==> config.mk <==
export PLATFORM = sky130hd
export DESIGN_NAME = wps_ctrl
export DESIGN_NICKNAME = d
export VERILOG_FILES = /design/src/hw/rtl/wps_pkg.sv /design/src/hw/rtl/wps_ctrl.sv
export SDC_FILE = /design/constraint.sdc
export NUM_CORES = 1
export LEC_CHECK = 0
export BUFFER_PORTS_ARGS = -buffer_cell sky130_fd_sc_hd__buf_2
export CAP_MARGIN = 25
export CELL_PAD_IN_SITES_DETAIL_PLACEMENT = 1
export CELL_PAD_IN_SITES_GLOBAL_PLACEMENT = 2
export CORE_MARGIN = 1
export CORE_UTILIZATION = 20
export DETAILED_ROUTE_END_ITERATION = 16
export PLACE_DENSITY = 0.81
export SYNTH_ARGS = -nofsm -noshare
export SYNTH_HDL_FRONTEND = slang
export SYNTH_SLANG_ARGS = --single-unit
==> constraint.sdc <==
create_clock -name clk -period 1.4 [get_ports clk]
set_clock_uncertainty 0.05 [all_clocks]
set_input_delay 0.07 -clock clk [delete_from_list [all_inputs] [get_ports clk]]
set_output_delay 0.07 -clock clk [all_outputs]
set_load 0.1 [all_outputs]
==> src/hw/rtl/wps_pkg.sv <==
// ----------------------------------------------------------------------------
// Weighted pair sampler package
// Sizes, request and result types, codes, and controller/datapath signals.
// ----------------------------------------------------------------------------
package wps_pkg;

  localparam int MAX_NODES   = 16;
  localparam int TABLE_DEPTH = MAX_NODES * MAX_NODES;
  localparam int ADDR_W      = $clog2(TABLE_DEPTH);
  localparam int COUNT_W     = ADDR_W + 1;
  localparam int DIV_CNT_W   = $clog2(ADDR_W);
  localparam int CFG_W       = 5;
  localparam int NODE_W      = 4;
  localparam int WEIGHT_W    = 16;
  localparam int RND_W       = 16;
  localparam int SUM_W       = 24;
  localparam int TARGET_W    = SUM_W + RND_W;

  localparam logic [SUM_W-1:0] SUM_MAX = {SUM_W{1'b1}};

  localparam logic [1:0] ACT_RESTART = 2'd0;
  localparam logic [1:0] ACT_LOAD    = 2'd1;
  localparam logic [1:0] ACT_DRAW    = 2'd2;

  typedef enum logic [1:0] {
    STATUS_OK         = 2'd0,
    STATUS_INCOMPLETE = 2'd1,
    STATUS_ZERO       = 2'd2
  } status_t;

  typedef struct packed {
    logic [1:0]          action;
    logic [WEIGHT_W-1:0] weight;
    logic [RND_W-1:0]    random_value;
  } req_t;

  typedef struct packed {
    logic [NODE_W-1:0] src_node;
    logic [NODE_W-1:0] dst_node;
    status_t           status;
  } rsp_t;

  typedef enum logic [2:0] {
    ST_IDLE,
    ST_TOTAL_RD,
    ST_TOTAL_CHK,
    ST_MUL,
    ST_SRCH_RD,
    ST_SRCH_CHK,
    ST_DIV,
    ST_OUT
  } state_t;

  typedef struct packed {
    logic restart;
    logic load;
    logic draw_start;
    logic rd_total;
    logic cap_total;
    logic mul;
    logic rd_mid;
    logic step;
    logic div_start;
    logic div_step;
    logic out_load;
  } cmd_t;

  typedef struct packed {
    logic incomplete;
    logic total_zero;
    logic search_done;
    logic div_last;
  } stat_t;

endpackage

==> src/hw/rtl/wps_ctrl.sv <==
// ----------------------------------------------------------------------------
// Weighted pair sampler controller
// Sequences loads, the table search and the row/column divide; owns the
// result valid flag.
// ----------------------------------------------------------------------------
module wps_ctrl import wps_pkg::*; (
  input  logic       clk,
  input  logic       rst,
  input  logic       req_valid,
  output logic       req_ready,
  input  logic [1:0] req_action,
  output logic       rsp_valid,
  input  logic       rsp_ready,
  output cmd_t       cmd,
  input  stat_t      stat
);

  state_t state, state_next;
  logic   rsp_valid_next;

  always_ff @(posedge clk) begin
    if (rst) begin
      state     <= ST_IDLE;
      rsp_valid <= 1'b0;
    end else begin
      state     <= state_next;
      rsp_valid <= rsp_valid_next;
    end
  end

  always_comb begin
    state_next = state;
    cmd        = '0;
    req_ready  = 1'b0;
    rsp_valid_next = rsp_valid && !rsp_ready;
    unique case (state)
      ST_IDLE: begin
        req_ready = 1'b1;
        if (req_valid) begin
          unique case (req_action)
            ACT_RESTART: cmd.restart = 1'b1;
            ACT_LOAD:    cmd.load = 1'b1;
            ACT_DRAW: begin
              cmd.draw_start = 1'b1;
              state_next     = ST_TOTAL_RD;
            end
            default: ;
          endcase
        end
      end
      ST_TOTAL_RD: begin
        if (stat.incomplete) begin
          state_next = ST_OUT;
        end else begin
          cmd.rd_total = 1'b1;
          state_next   = ST_TOTAL_CHK;
        end
      end
      ST_TOTAL_CHK: begin
        cmd.cap_total = 1'b1;
        state_next    = stat.total_zero ? ST_OUT : ST_MUL;
      end
      ST_MUL: begin
        cmd.mul    = 1'b1;
        state_next = ST_SRCH_RD;
      end
      ST_SRCH_RD: begin
        if (stat.search_done) begin
          cmd.div_start = 1'b1;
          state_next    = ST_DIV;
        end else begin
          cmd.rd_mid = 1'b1;
          state_next = ST_SRCH_CHK;
        end
      end
      ST_SRCH_CHK: begin
        cmd.step   = 1'b1;
        state_next = ST_SRCH_RD;
      end
      ST_DIV: begin
        cmd.div_step = 1'b1;
        if (stat.div_last) state_next = ST_OUT;
      end
      ST_OUT: begin
        if (!rsp_valid || rsp_ready) begin
          cmd.out_load   = 1'b1;
          rsp_valid_next = 1'b1;
          state_next     = ST_IDLE;
        end
      end
      default: state_next = ST_IDLE;
    endcase
  end

endmodule

; Yosys cells after proc, flatten, opt, wreduce, memory -nomap -nowiden
; Index checks and enable logic that the tools add are counted.
[word_totals]
register_bits = 4
output_inout_bits = 13
wordCells = 51
[classes]
eq_ne = 13
muxes = 28
reduce_logical = 8
[ops]
columns = op, n
row1 = 3-bit two-way mux, 8
row2 = 3-bit case mux with 7 select lines, 1
row3 = 1-bit two-way mux, 18
row4 = 3-bit == test (second input constant), 4
row5 = 3-bit by 2-bit == test with 1-bit output (second input constant), 2
row6 = 2-bit != test (second input constant), 3
row7 = 4-bit AND reduction, 1
row8 = 3-bit by 1-bit == test with 1-bit output (second input constant), 1
row9 = 3-bit logical NOT, 1
row10 = 2-bit by 1-bit == test with 1-bit output (second input constant), 1
row11 = 2-bit == test (second input constant), 1
row12 = 1-bit logical NOT, 2
row13 = 2-bit logical NOT, 1
row14 = 2-bit two-way mux, 1
row15 = 2-bit by 1-bit != test with 1-bit output (second input constant), 1
row16 = 2-bit OR reduction, 1
row17 = 1-bit logical AND, 1
row18 = 1-bit logical OR, 1

; Logic depth before layout (Yosys ltp)
[logic_depth]
word_depth = 4
mapped_depth = 5
depth_no_buf = 3

; Worst setup path after synthesis
; Ideal clock, no wire load.
[synth_timing]
kind = register to output
from = register state[0]
to = output port cmd[10] (netlist bit)
slack_ns = -3.426
n_path_buf = 1
required_time_ns = 1.280
stages_incl_launch_ff = 4
arrival_time_ns = 4.706
cell_sequence = dfxtp_1 > buf_2 > nor3_2 > nor4bb_1
[synth_rtl]
columns = element, line_no
row1 = from (decl), wps_ctrl.sv:18  ; state_t state, state_next;
row2 = from (signal assigned), wps_ctrl.sv:26  ; state <= state_next;
row3 = to (decl), wps_ctrl.sv:14  ; output cmd_t cmd,

==> metrics.md <==
| Metric | Value |
|---|---|
| Pin count of the biggest net entering global routing | 11 |
| Syn. warnings | 0 |
| Post-synth EDFFs | 0 |
| Die area | a little over 2000 um^2 |
| DP Area | 846 um^2 |
| Crit Path Max Fanout | 4 |
| Ys async rst share | 0 |
| Endpoint class of the critical path | output port |
| Top cells by area, synth | dfxtp_1 (22%), nor4bb_1 (5.4%), nor2b_1 (5.1%), a211o_1 (4.7%), and3b_1 (4.7%) |
| Largest stage delay, worst path | 0.35 ns |
| Clock sink total | 4 |
| CP Launch Type | flip-flop |
| P_leak | ~0.4 nW |
| First-pass GRT wire length | about 2400 um |
| Clock buffer depth | 2 |
| Starting Density | 0.214 |
| Final Setup Violations | 2 |
| DRC violations left | 0 |
| Worst setup endpoint | cmd[10] |
| Failing checks | negative setup slack |
| Routability congestion estimate | 0.722 |
| Largest area contributor in the netlist | dfxtp_1 |
| Post-DP HPWL | about 940 um |
| Least-Margin Pin Slew | 0.484 ns |
| Vias per cell | around 4.5 |
| Total routed wirelength | around 1400 um |
| Slew margin rel. | 0.680 |
| Synth cell types | 27 |
| TritonCTS buffer count | 3 |
| WP data arrival | about 1.3 ns |
| Worst r2r path cells | 4 |
| Count leader, synth | dfxtp_1 |
| Tmin final | roughly 1.4 ns |
| Top FF cell, synth | dfxtp_1 |
| Mapped Nets | 54 |
| Post-synthesis register bit count | 4 |
| Fin Hold WS | 0.101 ns |
| Final Hold Violating Endpoints | 0 |
| Vias | 473 |
| Min-delay worst type | in2reg |
| Syn Std Cell Area | between 300 and 400 um^2 |
| # IOs | 23 |
| CTS root buffer | clkbuf_4 |
| Layout cells sized above 1 | 0.750 |
| Clk slew on worst S/H paths | around 0.04 ns |
| Worst VDD drop | roughly 0.0014 V |
| Number of DRC markers in iteration 0 | 1 |
| Core footprint | 1730 um^2 |
| Flop2flop setup slack | approximately 0.08 ns |
| Diodes inserted | 0 |
| Max Fclk | approximately 0.7 GHz |
| CP max stage cell | dfxtp_2 |
| Critical Path Source | state[0] |
| GRT Util Overall | 0.165 |
| DR WL/cell | around 13 um |
| Area delta synth->final | 162% |
| Req. time, crit path | between 1 and 1.5 ns |
| Status | finished with violations |
| Port Buffers | 22 |
| Power Density | roughly 2500 nW/um^2 |
| Crit path cell chain | nor3_4 > nor4bb_4 > buf_12 |
| Fin crit share | 1.01 |
| Synth cell count leaders | dfxtp_1 (4), a21oi_1 (3), nand2_1 (3), nor2b_1 (3) |
| Clk Latency, worst-skew pair | around 0.24 ns |
| Final worst slack | -0.0187 ns |
| Number of global-route vias before repair | 493 |
| Drt pass-1 iters | 3 |
| R2R Path Start | state[1] |
| Seq/Total Area, Yosys | 0.217 |
| Fin area | a little under 1000 um^2 |
| CP Class | reg2out |
| Max-Cap Viols | 0 |
| Total gr overflow | 0 |
| Die Y | roughly 45 um |
| H-tree Lvls | 1 |
| Syn Area/Cell | between 8 and 9 um^2 |
| Top cell type's share of synthesized area | 0.217 |
| Max Slew Vio Count | 0 |
| Layout Nets | about 90 |
| Post-Syn Instances | between 40 and 50 |
| Die Wd | between 40 and 50 um |
| TritonCTS clock tree | done |
| Row cnt | 15 |
| Layout fillers | about 200 |
| Finished Core Util | 0.560 |
| Reg2reg end | state[0] |
| Initial antenna violation count | 0 |
| Final ANT Viol Nets | 0 |
| RSZ-0062 raised after global routing | yes |
## worst min-delay path by stage
stage | slack [ns] | to | depth (start not counted) | from
after floorplan | 0.08 | rsp_valid | 1 | rst
after global placement | 0.24 | rsp_valid | 2 | rst
after detailed placement | 0.25 | rsp_valid | 2 | rst
after CTS | 0.09 | rsp_valid | 3 | rsp_ready
after global routing | 0.12 | rsp_valid | 3 | rsp_ready
final | 0.10 | rsp_valid | 3 | rsp_ready
## cells in the final DEF, fill, tap and decap left out, drive strengths merged, types with 2 or more instances in the layout
cell    count
nor3b       2
nand2       3
a211o       2
nor3        2
and3b       2
a21oi       3
nor2b       4
buf        36
clkbuf      4
nor2        2
nor4b       2
dfxtp       4
nor4bb      2
## final cells by class
type	count	area, um^2	share of cell area
timing repair buffer	37	433	0.448
multi-input combinational	35	384	0.397
sequential	4	92.6	0.0957
tap	25	31.3	0.0323
clock buffer	4	26.3	0.0272
## repair_timing
item                                    CTS  global route
pin swaps                                 4             4
hold buffers                              1             0
resized for setup                        10             2
endpoints found under the setup margin   11             9
hold endpoints to repair                  2             0
buffers inserted                          6             0
## metal layers
layer,vias to the layer above,track usage,routed length [um]
li1,236,-,-
met1,223,0.210,557
met2,12,0.267,742
met3,2,0.0240,41
met4,0,0.0909,17
met5,-,0,0
## metrics by stage
step                      worst slack [ns]  total power, mW  instances  setup TNS, ns
final                              -0.0187             2.46        105        -0.0327
after global routing                -0.109             2.59        105         -0.366
after CTS                          -0.0256             2.45        105        -0.0584
after detailed placement            0.0337             2.06         94              0
after global placement              0.0816             2.03         94              0
after floorplan                      -1.27             1.54         44          -4.33
## registers in the layout, indices dropped and copies added (netlist names)
name	cells
rsp_valid	1
state	3
## cell families (layout without fill, tap and decap cells)
group / after synthesis / after routing / synth area share
simple gates: 26 / 26 / 0.509
compound gates: 9 / 9 / 0.197
buf+inv: 5 / 41 / 0.0780
flops: 4 / 4 / 0.217
## worst max-delay path: cells and delay by family, from the launching register on
| kind | cells | cell delay [ns] |
|---|---|---|
| and+or+nand+nor | 2 | 0.49 |
| DFF | 1 | 0.35 |
| buffers and inverters | 1 | 0.21 |
## power breakdown
group / internal, mW / leakage [nW] / total [mW] / switching (mW)
combinational: 0.927 / 0.352 / 2.03 / 1.11
sequential: 0.175 / 0.0353 / 0.267 / 0.0923
clock: 0.108 / 0.0150 / 0.163 / 0.0555
total: 1.21 / 0.402 / 2.46 / 1.26
Note: power is estimated with default switching activity, not from simulation.
